`src/rtl/core/wsd_pkg.sv`:
```
// ----------------------------------------------------------------------------
// WebSocket deframer package
// Shared types, register indexes, phase codes and constants of the deframer.
// ----------------------------------------------------------------------------
package wsd_pkg;

  // Configuration port geometry.
  localparam int unsigned CFG_IDX_W  = 1;
  localparam int unsigned CFG_DATA_W = 32;

  // Register indexes.
  localparam logic [CFG_IDX_W-1:0] CFG_IDX_MAX_FRAME = 1'd0;
  localparam logic [CFG_IDX_W-1:0] CFG_IDX_MIN_FRAME = 1'd1;

  // Register reset values.
  localparam logic [31:0] MAX_FRAME_RST = 32'd65536;
  localparam logic [7:0]  MIN_FRAME_RST = 8'd20;

  // Parse phases.
  localparam int unsigned PHASE_W = 3;
  localparam logic [PHASE_W-1:0] PH_FIRST   = 3'd0;
  localparam logic [PHASE_W-1:0] PH_SECOND  = 3'd1;
  localparam logic [PHASE_W-1:0] PH_EXTLEN  = 3'd2;
  localparam logic [PHASE_W-1:0] PH_KEY     = 3'd3;
  localparam logic [PHASE_W-1:0] PH_PAYLOAD = 3'd4;

  // Length codes in the second header byte.
  localparam logic [6:0] LEN_CODE_EXT16 = 7'd126;
  localparam logic [6:0] LEN_CODE_EXT64 = 7'd127;

  // Extended length byte counts and header sizes.
  localparam logic [3:0] EXT16_BYTES  = 4'd2;
  localparam logic [3:0] EXT64_BYTES  = 4'd8;
  localparam logic [3:0] HDR_BASE     = 4'd2;
  localparam logic [3:0] HDR_EXT16    = 4'd4;
  localparam logic [3:0] HDR_EXT64    = 4'd10;
  localparam logic [3:0] KEY_BYTES    = 4'd4;

  // Result kinds and error codes.
  localparam logic KIND_PAYLOAD  = 1'b0;
  localparam logic KIND_ERROR    = 1'b1;
  localparam logic ERR_TOO_SMALL = 1'b0;
  localparam logic ERR_TOO_LARGE = 1'b1;

  // Frame size limits as seen by the parser.
  typedef struct packed {
    logic [31:0] max_frame_size;
    logic [7:0]  min_frame_size;
  } cfg_t;

  // One result word.
  typedef struct packed {
    logic        kind;
    logic [7:0]  payload_byte;
    logic        last_in_frame;
    logic [31:0] data_len;
    logic        error_code;
  } res_t;

endpackage

```
`src/rtl/core/websocket_frame_deframer.sv`:
```
// ----------------------------------------------------------------------------
// WebSocket frame deframer
// Parses received frame headers, checks the whole frame size against the
// configured limits and emits unmasked payload bytes or one error word.
// ----------------------------------------------------------------------------
// Each byte passes the input register; its result word, if any, is held in the result register.
// Throughput: one byte per cycle while the result register is free or being read;
// an unread result word holds the input register and stalls the stream.
// Reset: parse state and valid flags clear at once; limits return to their
// defaults. After a frame error every byte is dropped until reset.
module websocket_frame_deframer import wsd_pkg::*; (
  input  logic                  clk_i,
  input  logic                  rst_ni,
  // Configuration write port.
  input  logic                  cfg_we_i,
  input  logic [CFG_IDX_W-1:0]  cfg_idx_i,
  input  logic [CFG_DATA_W-1:0] cfg_wdata_i,
  // Byte stream in.
  input  logic                  in_valid_i,
  output logic                  in_ready_o,
  input  logic [7:0]            stream_byte_i,
  // Result words out.
  output logic                  out_valid_o,
  input  logic                  out_ready_i,
  output logic                  kind_o,
  output logic [7:0]            payload_byte_o,
  output logic                  last_in_frame_o,
  output logic [31:0]           data_len_o,
  output logic                  error_code_o
);

  cfg_t       cfg;
  logic       in_vld_q;
  logic [7:0] in_byte_q;
  logic       advance;
  logic       res_valid;
  res_t       res;
  logic       out_vld_q;
  res_t       out_res_q;

  wsd_cfg_regs u_cfg (
    .clk_i       (clk_i),
    .rst_ni      (rst_ni),
    .cfg_we_i    (cfg_we_i),
    .cfg_idx_i   (cfg_idx_i),
    .cfg_wdata_i (cfg_wdata_i),
    .cfg_o       (cfg)
  );

  // The held byte moves on when the result register is free or being read.
  assign advance    = in_vld_q && (!out_vld_q || out_ready_i);
  assign in_ready_o = !in_vld_q || advance;

  // Input register.
  always_ff @(posedge clk_i or negedge rst_ni) begin
    if (!rst_ni) begin
      in_vld_q <= 1'b0;
    end else if (in_ready_o) begin
      in_vld_q <= in_valid_i;
    end
  end

  always_ff @(posedge clk_i) begin
    if (in_valid_i && in_ready_o) begin
      in_byte_q <= stream_byte_i;
    end
  end

  wsd_parser u_parser (
    .clk_i       (clk_i),
    .rst_ni      (rst_ni),
    .cfg_i       (cfg),
    .step_i      (advance),
    .byte_i      (in_byte_q),
    .res_valid_o (res_valid),
    .res_o       (res)
  );

  // Result register.
  always_ff @(posedge clk_i or negedge rst_ni) begin
    if (!rst_ni) begin
      out_vld_q <= 1'b0;
    end else if (advance) begin
      out_vld_q <= res_valid;
    end else if (out_ready_i) begin
      out_vld_q <= 1'b0;
    end
  end

  always_ff @(posedge clk_i) begin
    if (advance && res_valid) begin
      out_res_q <= res;
    end
  end

  assign out_valid_o      = out_vld_q;
  assign kind_o           = out_res_q.kind;
  assign payload_byte_o   = out_res_q.payload_byte;
  assign last_in_frame_o  = out_res_q.last_in_frame;
  assign data_len_o       = out_res_q.data_len;
  assign error_code_o     = out_res_q.error_code;

endmodule

```
`src/rtl/core/wsd_cfg_regs.sv`:
```
// ----------------------------------------------------------------------------
// WebSocket deframer configuration registers
// Holds the frame size limits, written through a plain write port.
// ----------------------------------------------------------------------------
module wsd_cfg_regs import wsd_pkg::*; (
  input  logic                  clk_i,
  input  logic                  rst_ni,
  input  logic                  cfg_we_i,
  input  logic [CFG_IDX_W-1:0]  cfg_idx_i,
  input  logic [CFG_DATA_W-1:0] cfg_wdata_i,
  output cfg_t                  cfg_o
);

  logic [31:0] max_frame_q;
  logic [7:0]  min_frame_q;

  // Register writes; an unknown index is ignored.
  always_ff @(posedge clk_i or negedge rst_ni) begin
    if (!rst_ni) begin
      max_frame_q <= MAX_FRAME_RST;
      min_frame_q <= MIN_FRAME_RST;
    end else if (cfg_we_i) begin
      case (cfg_idx_i)
        CFG_IDX_MAX_FRAME: max_frame_q <= cfg_wdata_i[31:0];
        CFG_IDX_MIN_FRAME: min_frame_q <= cfg_wdata_i[7:0];
        default: ;
      endcase
    end
  end

  assign cfg_o.max_frame_size = max_frame_q;
  assign cfg_o.min_frame_size = min_frame_q;

endmodule

```
`src/rtl/core/wsd_parser.sv`:
```
// ----------------------------------------------------------------------------
// WebSocket deframer header parser
// Holds the parse state, steps it by one byte when told to and forms the
// result word for payload bytes and frame errors.
// ----------------------------------------------------------------------------
module wsd_parser import wsd_pkg::*; (
  input  logic       clk_i,
  input  logic       rst_ni,
  input  cfg_t       cfg_i,
  input  logic       step_i,
  input  logic [7:0] byte_i,
  output logic       res_valid_o,
  output res_t       res_o
);

  logic [PHASE_W-1:0] phase_q, phase_d;
  logic [3:0]         hdr_left_q, hdr_left_d;
  logic [63:0]        len_acc_q, len_acc_d;
  logic [31:0]        pay_left_q, pay_left_d;
  logic               masked_q, masked_d;
  logic [31:0]        key_q, key_d;
  logic [1:0]         key_idx_q, key_idx_d;
  logic               halted_q, halted_d;
  logic [3:0]         hdr_size_q, hdr_size_d;

  logic               do_check;
  logic               too_small;
  logic               too_large;
  logic [8:0]         small_sum;
  logic [32:0]        large_sum;
  logic [7:0]         key_byte;

  // Next state and result for one byte.
  always_comb begin
    phase_d     = phase_q;
    hdr_left_d  = hdr_left_q;
    len_acc_d   = len_acc_q;
    pay_left_d  = pay_left_q;
    masked_d    = masked_q;
    key_d       = key_q;
    key_idx_d   = key_idx_q;
    halted_d    = halted_q;
    hdr_size_d  = hdr_size_q;
    do_check    = 1'b0;
    key_byte    = 8'd0;
    res_valid_o = 1'b0;
    res_o       = '0;

    if (step_i && !halted_q) begin
      case (phase_q)
        PH_FIRST: begin
          phase_d = PH_SECOND;
        end
        PH_SECOND: begin
          masked_d = byte_i[7];
          key_d    = 32'd0;
          if (byte_i[6:0] == LEN_CODE_EXT16) begin
            hdr_left_d = EXT16_BYTES;
            hdr_size_d = HDR_EXT16;
            len_acc_d  = 64'd0;
          end else if (byte_i[6:0] == LEN_CODE_EXT64) begin
            hdr_left_d = EXT64_BYTES;
            hdr_size_d = HDR_EXT64;
            len_acc_d  = 64'd0;
          end else begin
            hdr_left_d = 4'd0;
            hdr_size_d = HDR_BASE;
            len_acc_d  = {57'd0, byte_i[6:0]};
          end
          if (byte_i[7]) begin
            hdr_size_d = hdr_size_d + KEY_BYTES;
          end
          if (hdr_left_d != 4'd0) begin
            phase_d = PH_EXTLEN;
          end else begin
            do_check = 1'b1;
          end
        end
        PH_EXTLEN: begin
          len_acc_d  = {len_acc_q[55:0], byte_i};
          hdr_left_d = hdr_left_q - 4'd1;
          if (hdr_left_d == 4'd0) begin
            do_check = 1'b1;
          end
        end
        PH_KEY: begin
          key_d      = {key_q[23:0], byte_i};
          hdr_left_d = hdr_left_q - 4'd1;
          if (hdr_left_d == 4'd0) begin
            phase_d = (pay_left_q != 32'd0) ? PH_PAYLOAD : PH_FIRST;
          end
        end
        PH_PAYLOAD: begin
          if (masked_q) begin
            case (key_idx_q)
              2'd0:    key_byte = key_q[31:24];
              2'd1:    key_byte = key_q[23:16];
              2'd2:    key_byte = key_q[15:8];
              default: key_byte = key_q[7:0];
            endcase
          end
          key_idx_d  = key_idx_q + 2'd1;
          pay_left_d = pay_left_q - 32'd1;
          res_valid_o          = 1'b1;
          res_o.kind           = KIND_PAYLOAD;
          res_o.payload_byte   = byte_i ^ key_byte;
          res_o.last_in_frame  = (pay_left_d == 32'd0);
          res_o.data_len       = len_acc_q[31:0];
          res_o.error_code     = ERR_TOO_SMALL;
          if (pay_left_d == 32'd0) begin
            phase_d = PH_FIRST;
          end
        end
        default: begin
          phase_d = PH_FIRST;
        end
      endcase
    end

    // Whole frame size check once the length is complete.
    small_sum = {1'b0, len_acc_d[7:0]} + {5'd0, hdr_size_d};
    large_sum = {1'b0, len_acc_d[31:0]} + {29'd0, hdr_size_d};
    too_small = (len_acc_d[63:8] == 56'd0) && (small_sum < {1'b0, cfg_i.min_frame_size});
    too_large = (len_acc_d[63:32] != 32'd0) || (large_sum > {1'b0, cfg_i.max_frame_size});

    if (do_check) begin
      if (too_small || too_large) begin
        halted_d             = 1'b1;
        res_valid_o          = 1'b1;
        res_o.kind           = KIND_ERROR;
        res_o.payload_byte   = 8'd0;
        res_o.last_in_frame  = 1'b0;
        res_o.data_len       = len_acc_d[31:0];
        res_o.error_code     = too_small ? ERR_TOO_SMALL : ERR_TOO_LARGE;
      end else begin
        pay_left_d = len_acc_d[31:0];
        key_idx_d  = 2'd0;
        if (masked_d) begin
          phase_d    = PH_KEY;
          hdr_left_d = KEY_BYTES;
        end else begin
          phase_d = (pay_left_d != 32'd0) ? PH_PAYLOAD : PH_FIRST;
        end
      end
    end
  end

  // Parse state registers.
  always_ff @(posedge clk_i or negedge rst_ni) begin
    if (!rst_ni) begin
      phase_q    <= PH_FIRST;
      hdr_left_q <= 4'd0;
      len_acc_q  <= 64'd0;
      pay_left_q <= 32'd0;
      masked_q   <= 1'b0;
      key_q      <= 32'd0;
      key_idx_q  <= 2'd0;
      halted_q   <= 1'b0;
      hdr_size_q <= 4'd0;
    end else begin
      phase_q    <= phase_d;
      hdr_left_q <= hdr_left_d;
      len_acc_q  <= len_acc_d;
      pay_left_q <= pay_left_d;
      masked_q   <= masked_d;
      key_q      <= key_d;
      key_idx_q  <= key_idx_d;
      halted_q   <= halted_d;
      hdr_size_q <= hdr_size_d;
    end
  end

endmodule
```
`config.mk`:
```
export PLATFORM = sky130hd
export DESIGN_NAME = websocket_frame_deframer
export DESIGN_NICKNAME = d
export VERILOG_FILES = /design/src/rtl/core/wsd_pkg.sv /design/src/rtl/core/websocket_frame_deframer.sv /design/src/rtl/core/wsd_cfg_regs.sv /design/src/rtl/core/wsd_parser.sv
export SDC_FILE = /design/constraint.sdc
export NUM_CORES = 1
export LEC_CHECK = 0
export BUFFER_PORTS_ARGS = -buffer_cell sky130_fd_sc_hd__buf_4
export CORE_UTILIZATION = 31
export DETAILED_ROUTE_END_ITERATION = 8
export GPL_TIMING_DRIVEN = 0
export SLEW_MARGIN = 5
export SYNTH_ARGS = -nofsm -noshare
export SYNTH_HDL_FRONTEND = slang
export SYNTH_SLANG_ARGS = --single-unit
```
`constraint.sdc`:
```
create_clock -name clk_i -period 12.3 [get_ports clk_i]
set_clock_uncertainty 0.1 [all_clocks]
set_input_delay 3.075 -clock clk_i [delete_from_list [all_inputs] [get_ports clk_i]]
set_output_delay 3.075 -clock clk_i [all_outputs]
set_load 0.02 [all_outputs]
```
# After elaboration in Yosys (flattened, before gate mapping)
# Index checks and enable logic that the tools add are counted.
[totals] input_bits=46 regBits=236
[op_classes] mux=60 n_eq_ne=8 n_lt_le_gt_ge=2 reduce_logical=28 n_bitwise=2 addsub=6
[op_table] op="2-to-1 mux 43 bit" n=3
[op_table] op="2-to-1 mux 32 bit" n=4
[op_table] op="2-to-1 mux 64 bit" n=2
[op_table] op="one-hot mux 64 bit (2 select lines)" n=1
[op_table] op="nonzero test 32 bit" n=3
[op_table] op="one-hot mux 32 bit (2 select lines)" n=1
[op_table] op="2-to-1 mux 4 bit" n=15
[op_table] op="logical NOT 56 bit" n=1
[op_table] op="2-to-1 mux 42 bit" n=1
[op_table] op="adder 32 x 4 -> 33 bit" n=1
[op_table] op="greater-than comparator 33 x 32 -> 1 bit" n=1
[op_table] op="logical NOT 32 bit" n=1
[op_table] op="subtractor 32 x 1 -> 32 bit, second input constant" n=1
[op_table] op="2-to-1 mux 3 bit" n=9
[op_table] op="2-to-1 mux 8 bit" n=3
[op_table] op="one-hot mux 8 bit (3 select lines)" n=1
[op_table] op="one-hot mux 3 bit (5 select lines)" n=1
[op_table] op="== test 7 bit, second input constant" n=2
[op_table] op="2-to-1 mux 1 bit" n=12
[op_table] op="adder 8 x 4 -> 9 bit" n=1
[op_table] op="less-than comparator 9 x 8 -> 1 bit" n=1
[op_table] op="2-to-1 mux 2 bit" n=4
[op_table] op="one-hot mux 4 bit (2 select lines)" n=1
[op_table] op="AND reduction 2 bit" n=4
[op_table] op="other kinds (21)" n=32

# Longest topological paths before layout
[logic_depth] word_depth=16 mapped_depth=30 mapped_depth_nobuf=25

# Modules after synthesis
# Synthesis repeated with hierarchy kept, for this count alone.
[hier_totals] hier_cells=1190 area_unflattened_um2=12650.9
[by_module_without_submodules] module="wsd_parser" cells_per_inst=1043 instances=1 area_per_inst_um2=9387.8 seq_area_each_um2=3578.4
[by_module_without_submodules] module="websocket_frame_deframer" cells_per_inst=61 instances=1 area_per_inst_um2=1640.3 seq_area_each_um2=1581.5
[by_module_without_submodules] module="wsd_cfg_regs" cells_per_inst=86 instances=1 area_per_inst_um2=1622.8 seq_area_each_um2=1004.7

# Least setup slack after synthesis
# OpenSTA, ideal clock, no wires.
[synth_path] path_kind="input-to-reg" startpoint="input out_ready_i" endpoint="register out_res_q (netlist bit data_len_o[0]), enable pin" t_arrival_ns=10.840 path_slack_ns=0.857 path_buffers=4 setup_ns=0.503 required_ns=11.697 stages=28 cell_sequence="nor2b_1 -> buf_2 -> buf_2 -> nor3_1 -> nand2_1 -> clkbuf_1 -> nor2_1 -> nor2_1 -> a21o_1 -> fa_1 -> nor2b_1 -> o21ai_0 -> nand2b_1 -> and2_1 -> nand3_1 -> nor2_1 -> nand3_1 -> xnor2_1 -> ha_1 -> and4_1 -> and4b_1 -> and3_1 -> a211o_1 -> a41oi_1 -> a311o_2 -> a31oi_1 -> clkbuf_1 -> o21ai_0"
[synth_between] elab_chain_len=11 elab_cells_between_ends=19 cone_classes="2 x add/sub; 2 x order compare; 6 x mux; 9 x reduce/logical"
[synth_rtl] element="from (decl)" line="websocket_frame_deframer.sv:24" rtl="input logic out_ready_i,"
[synth_rtl] element="logical OR 1 bit (*)" line="websocket_frame_deframer.sv:51" rtl="assign advance = in_vld_q && (!out_vld_q || out_ready_i);"
[synth_rtl] element="logical AND 1 bit (*)" line="websocket_frame_deframer.sv:51"
[synth_rtl] element="logical AND 1 bit" line="wsd_parser.sv:49" rtl="if (step_i && !halted_q) begin"
[synth_rtl] element="2-to-1 mux 64 bit / 2-to-1 mux 4 bit (equally long branches)" line="wsd_parser.sv:49"
[synth_rtl] element="adder 32 x 4 -> 33 bit / adder 8 x 4 -> 9 bit (equally long branches)" line="wsd_parser.sv:122, wsd_parser.sv:121"
[synth_rtl] element="greater-than comparator 33 x 32 -> 1 bit / less-than comparator 9 x 8 -> 1 bit (equally long branches)" line="wsd_parser.sv:124, wsd_parser.sv:123"
[synth_rtl] element="logical OR 1 bit / logical AND 1 bit (equally long branches)" line="wsd_parser.sv:124, wsd_parser.sv:123"
[synth_rtl] element="logical OR 1 bit" line="wsd_parser.sv:127" rtl="if (too_small || too_large) begin"
[synth_rtl] element="2-to-1 mux 1 bit" line="wsd_parser.sv:127"
[synth_rtl] element="2-to-1 mux 1 bit" line="wsd_parser.sv:126" rtl="if (do_check) begin"
[synth_rtl] element="logical AND 1 bit (*)" line="websocket_frame_deframer.sv:91" rtl="if (advance && res_valid) begin"
[synth_rtl] element="to (signal assigned)" line="websocket_frame_deframer.sv:92" rtl="out_res_q <= res;"
[synth_rtl] element="to (decl)" line="websocket_frame_deframer.sv:39" rtl="res_t out_res_q;"
# Every way passes the cells marked *; elsewhere a longest branch is shown, timed or not.
# A chain may end at the register's enable or synchronous reset.

# Worst setup path after layout
[layout_path] startpoint="input out_ready_i" endpoint="register out_res_q (netlist bit data_len_o[2]), enable pin"
# The elaborated chain is that of the path after synthesis.

==> impl_metrics.py <==
metrics = {
    "status": {
        "status": "complete, but fails checks",
        "violations": "DRC",
    },
    "cts": {
        "cts_hold_buf": 0,
        "cts_max_level": 1,
        "cts_resized": 0,
        "clkTransAtPathRegs_ns": 0.05,
        "clock_latency_ns": 0.58,
        "numCtsBuffers": 28,
        "postCtsSetupRepairBufs": 0,
        "clockBufferDepth": 3,
        "cts.sinks": 236,
        "cts_root_buf": "clkbuf_16",
        "cts_tree": "done",
    },
    "worst_setup_path": {
        "worst_ep_required_time_ns": 12.50,
        "cpPeakStageDelay_ns": 0.54,
        "endpoint_kind": "flop",
        "arrival_ns": 10.88,
        "critPathKind": "in2reg",
        "start_kind": "input port",
        "critPathSlowestCell": "nor2_1",
        "crit_fanout": 22,
        "crit_path_frequent_cell": "nor2_1",
    },
    "sta": {
        "clock.fmax_mhz": 93.7,
        "finalHoldViolCount": 0,
        "fin_crit_sh_pct": 86.8,
        "worst_pin_slew_ns": 1.32,
        "timing.final.crit_period_ns": 10.68,
        "drv_slew": 0,
        "grt_setup_unrepaired": "no",
        "slew-limit-headroom_pct": 11.2,
        "setup_violations": 0,
        "timing.final.ws_setup_ns": 1.62,
    },
    "place": {
        "gp_congestion": 0.942,
        "hpwl_um": 29100,
        "dp_slack_ns": 1.21,
        "io_buffers": 90,
        "place_inst": 1924,
    },
    "global_routing": {
        "grt_pass1_wl_um": 61600,
        "grt_pass1_vias": 10400,
        "grt.overflow.total": 0,
        "grt_antenna_before_repair": 0,
        "grt_usage_pct": 18.6,
        "grt_start_max_net_pins": 95,
    },
    "cells_and_area": {
        "layout_common_cells": "182 x dfrtp_1, 172 x nand2_1, 93 x buf_4",
        "layout_commonest_cell": "dfrtp_1",
        "syn_to_final_growth_pct": 18.1,
        "final.fill_count": 4163,
        "nets": 1520,
        "layout-drive-gt1-share_pct": 15.1,
        "antenna_cells": 0,
        "final_cells": 1976,
    },
    "die": {
        "initial_core_util_pct": 31.6,
        "die_y_um": 207,
        "ioPinCount": 91,
        "core_um2": 41100,
        "die_w_um": 207,
        "fp-row-count": 74,
        "dieArea_um2": 42800,
    },
    "routing": {
        "routed_wl_um": 39600,
        "drtAntennaViolNets": 0,
        "via_per_inst": 5.37,
        "wl_per_cell_um": 20.0,
        "vias": 10600,
        "drt-initial-drc-count": 835,
        "drtPass1Iterations": 7,
        "drc_errors": 4,
    },
    "synthesis": {
        "synth_edf_count": 51,
        "synth-seq-area-share_pct": 47.4,
        "yosysUniqueCellTypes": 80,
        "syn_area_per_cell_um2": 10.0,
        "async_reset_ff_share_pct": 78.4,
        "synth_fp_nets": 1398,
        "ys_seq_elements": 236,
        "synth-main-ff-cell": "dfrtp_1",
        "synth_cells": 1300,
        "synthesis.area_um2": 13000,
        "yosys_warnings": 0,
    },
    "job": {
        "maxCapViolations": 0,
    },
    "power_and_ir_drop": {
        "peakVddDrop_mv": 0.106,
        "p_per_area_nw_per_um2": 236,
        "power_leakage_uw": 0.00653,
    },
    "min_path": {
        "hold_path.class": "reg2reg",
    },
}
==> registers in the layout, summed over array words and instances, names as in the netlist, 2 cells and up <==
name and cells:
u_parser.pay_left_q 32, in_byte_q 8, data_len_o 32, u_parser.hdr_left_q 4, u_parser.len_acc_q 64, u_cfg.max_frame_q 32
u_parser.key_q 32, u_parser.hdr_size_q 4, u_cfg.min_frame_q 8, u_parser.phase_q 3, u_parser.key_idx_q 2, payload_byte_o 8
==> final timing paths <==
check	from	end	slack [ns]	depth (start not counted)
worst max-delay path	out_ready_i	data_len_o[2]	1.62	29
worst min-delay path	u_parser.hdr_size_q[0]	u_parser.hdr_size_q[0]	0.40	1
worst max register to register	u_parser.halted_q	data_len_o[2]	3.70	28
worst min register to register	u_parser.hdr_size_q[0]	u_parser.hdr_size_q[0]	0.40	1
max in group asynchronous	rst_ni	u_cfg.min_frame_q[2]	8.72	2
min in group asynchronous	rst_ni	u_parser.len_acc_q[41]	2.41	1
==> metrics by stage <==
stage | setup TNS [ns] | power, uW | cell area (um^2) | hold WS, ns | util [%]
CTS | 0 | 3610 | 15400 | 0.402 | 37.4
detailed placement | 0 | 2740 | 14400 | 0.386 | 35.1
floorplan | 0 | 2180 | 13000 | 0.351 | -
finish | 0 | 3620 | 15400 | 0.401 | 37.4
global placement | -124.84 | 2720 | 14300 | 0.367 | 34.9
global route | 0 | 3820 | 15400 | 0.418 | 37.4
==> synthesized netlist by cell type (all sizes together), types with 9 or more instances <==
| master | number | area (um^2) |
|---|---|---|
| xnor2 | 46 | 403 |
| clkbuf | 43 | 161 |
| nand3 | 23 | 120 |
| inv | 67 | 251 |
| nand4 | 18 | 119 |
| a32o | 24 | 240 |
| nor2b | 15 | 96.3 |
| nor2 | 61 | 229 |
| a211oi | 12 | 90.1 |
| nor3b | 13 | 97.6 |
| or3 | 9 | 56.3 |
| a21oi | 36 | 184 |
| ha | 51 | 638 |
| nor4 | 34 | 228 |
| mux2 | 35 | 394 |
| dfrtp | 182 | 4550 |
| xor2 | 31 | 279 |
| nand2 | 172 | 646 |
| nor3 | 41 | 210 |
| buf | 34 | 231 |
| and3 | 9 | 56.3 |
| nand2b | 20 | 125 |
| and4 | 9 | 78.8 |
| mux2i | 10 | 100 |
| edfxtp | 51 | 1530 |
| a22o | 38 | 333 |
| o21ai | 98 | 490 |
==> routing by layer <==
| layer | track usage (%) | part of all wire, % | up-vias |
|---|---|---|---|
| met5 | 0 | 0 | - |
| li1 | - | - | 4981 |
| met1 | 26.7 | 47 | 5272 |
| met4 | 4.56 | 1.8 | 0 |
| met3 | 2.48 | 5.5 | 42 |
| met2 | 29.5 | 46 | 323 |
==> area by class of cell <==
| class | instances | area [um^2] | area share, % |
|---|---|---|---|
| Multi-Input combinational cell | 918 | 6200 | 40.4 |
| Sequential cell | 236 | 6160 | 40.1 |
| Clock buffer | 32 | 747 | 4.86 |
| Buffer | 77 | 393 | 2.56 |
| Timing Repair Buffer | 92 | 731 | 4.76 |
| Inverter | 69 | 259 | 1.69 |
| Clock inverter | 20 | 199 | 1.30 |
| Tap cell | 532 | 666 | 4.33 |
==> cells by family (layout without fill, tap and decap cells) <==
group / count (synthesis) / after routing / synth area share, %
multiplexers: 45 / 45 / 3.80
flip-flops: 236 / 236 / 47.4
buffers and inverters: 146 / 290 / 5.01
XOR/XNOR: 77 / 77 / 5.24
AND/OR/NAND/NOR: 451 / 451 / 17.4
AO/OA/AOI/OAI: 293 / 293 / 16.1
adder cells (fa/ha/maj): 52 / 52 / 5.06
==> power by group <==
part           internal, uW  switching, uW  leakage, uW
Combinational           569           1080      0.00315
Sequential              959            161      0.00291
Clock                   500            347     0.000465
==> worst max-delay path: cells and delay by family <==
family	cells	cell delay [ns]
buffers and inverters	6	1.60
adders and majority gates	2	0.74
xor gates and xnor gates	1	0.24
AOI/OAI and AO/OA	8	2.10
and+or+nand+nor	12	3.05
Power figures use the tool's default switching activity.
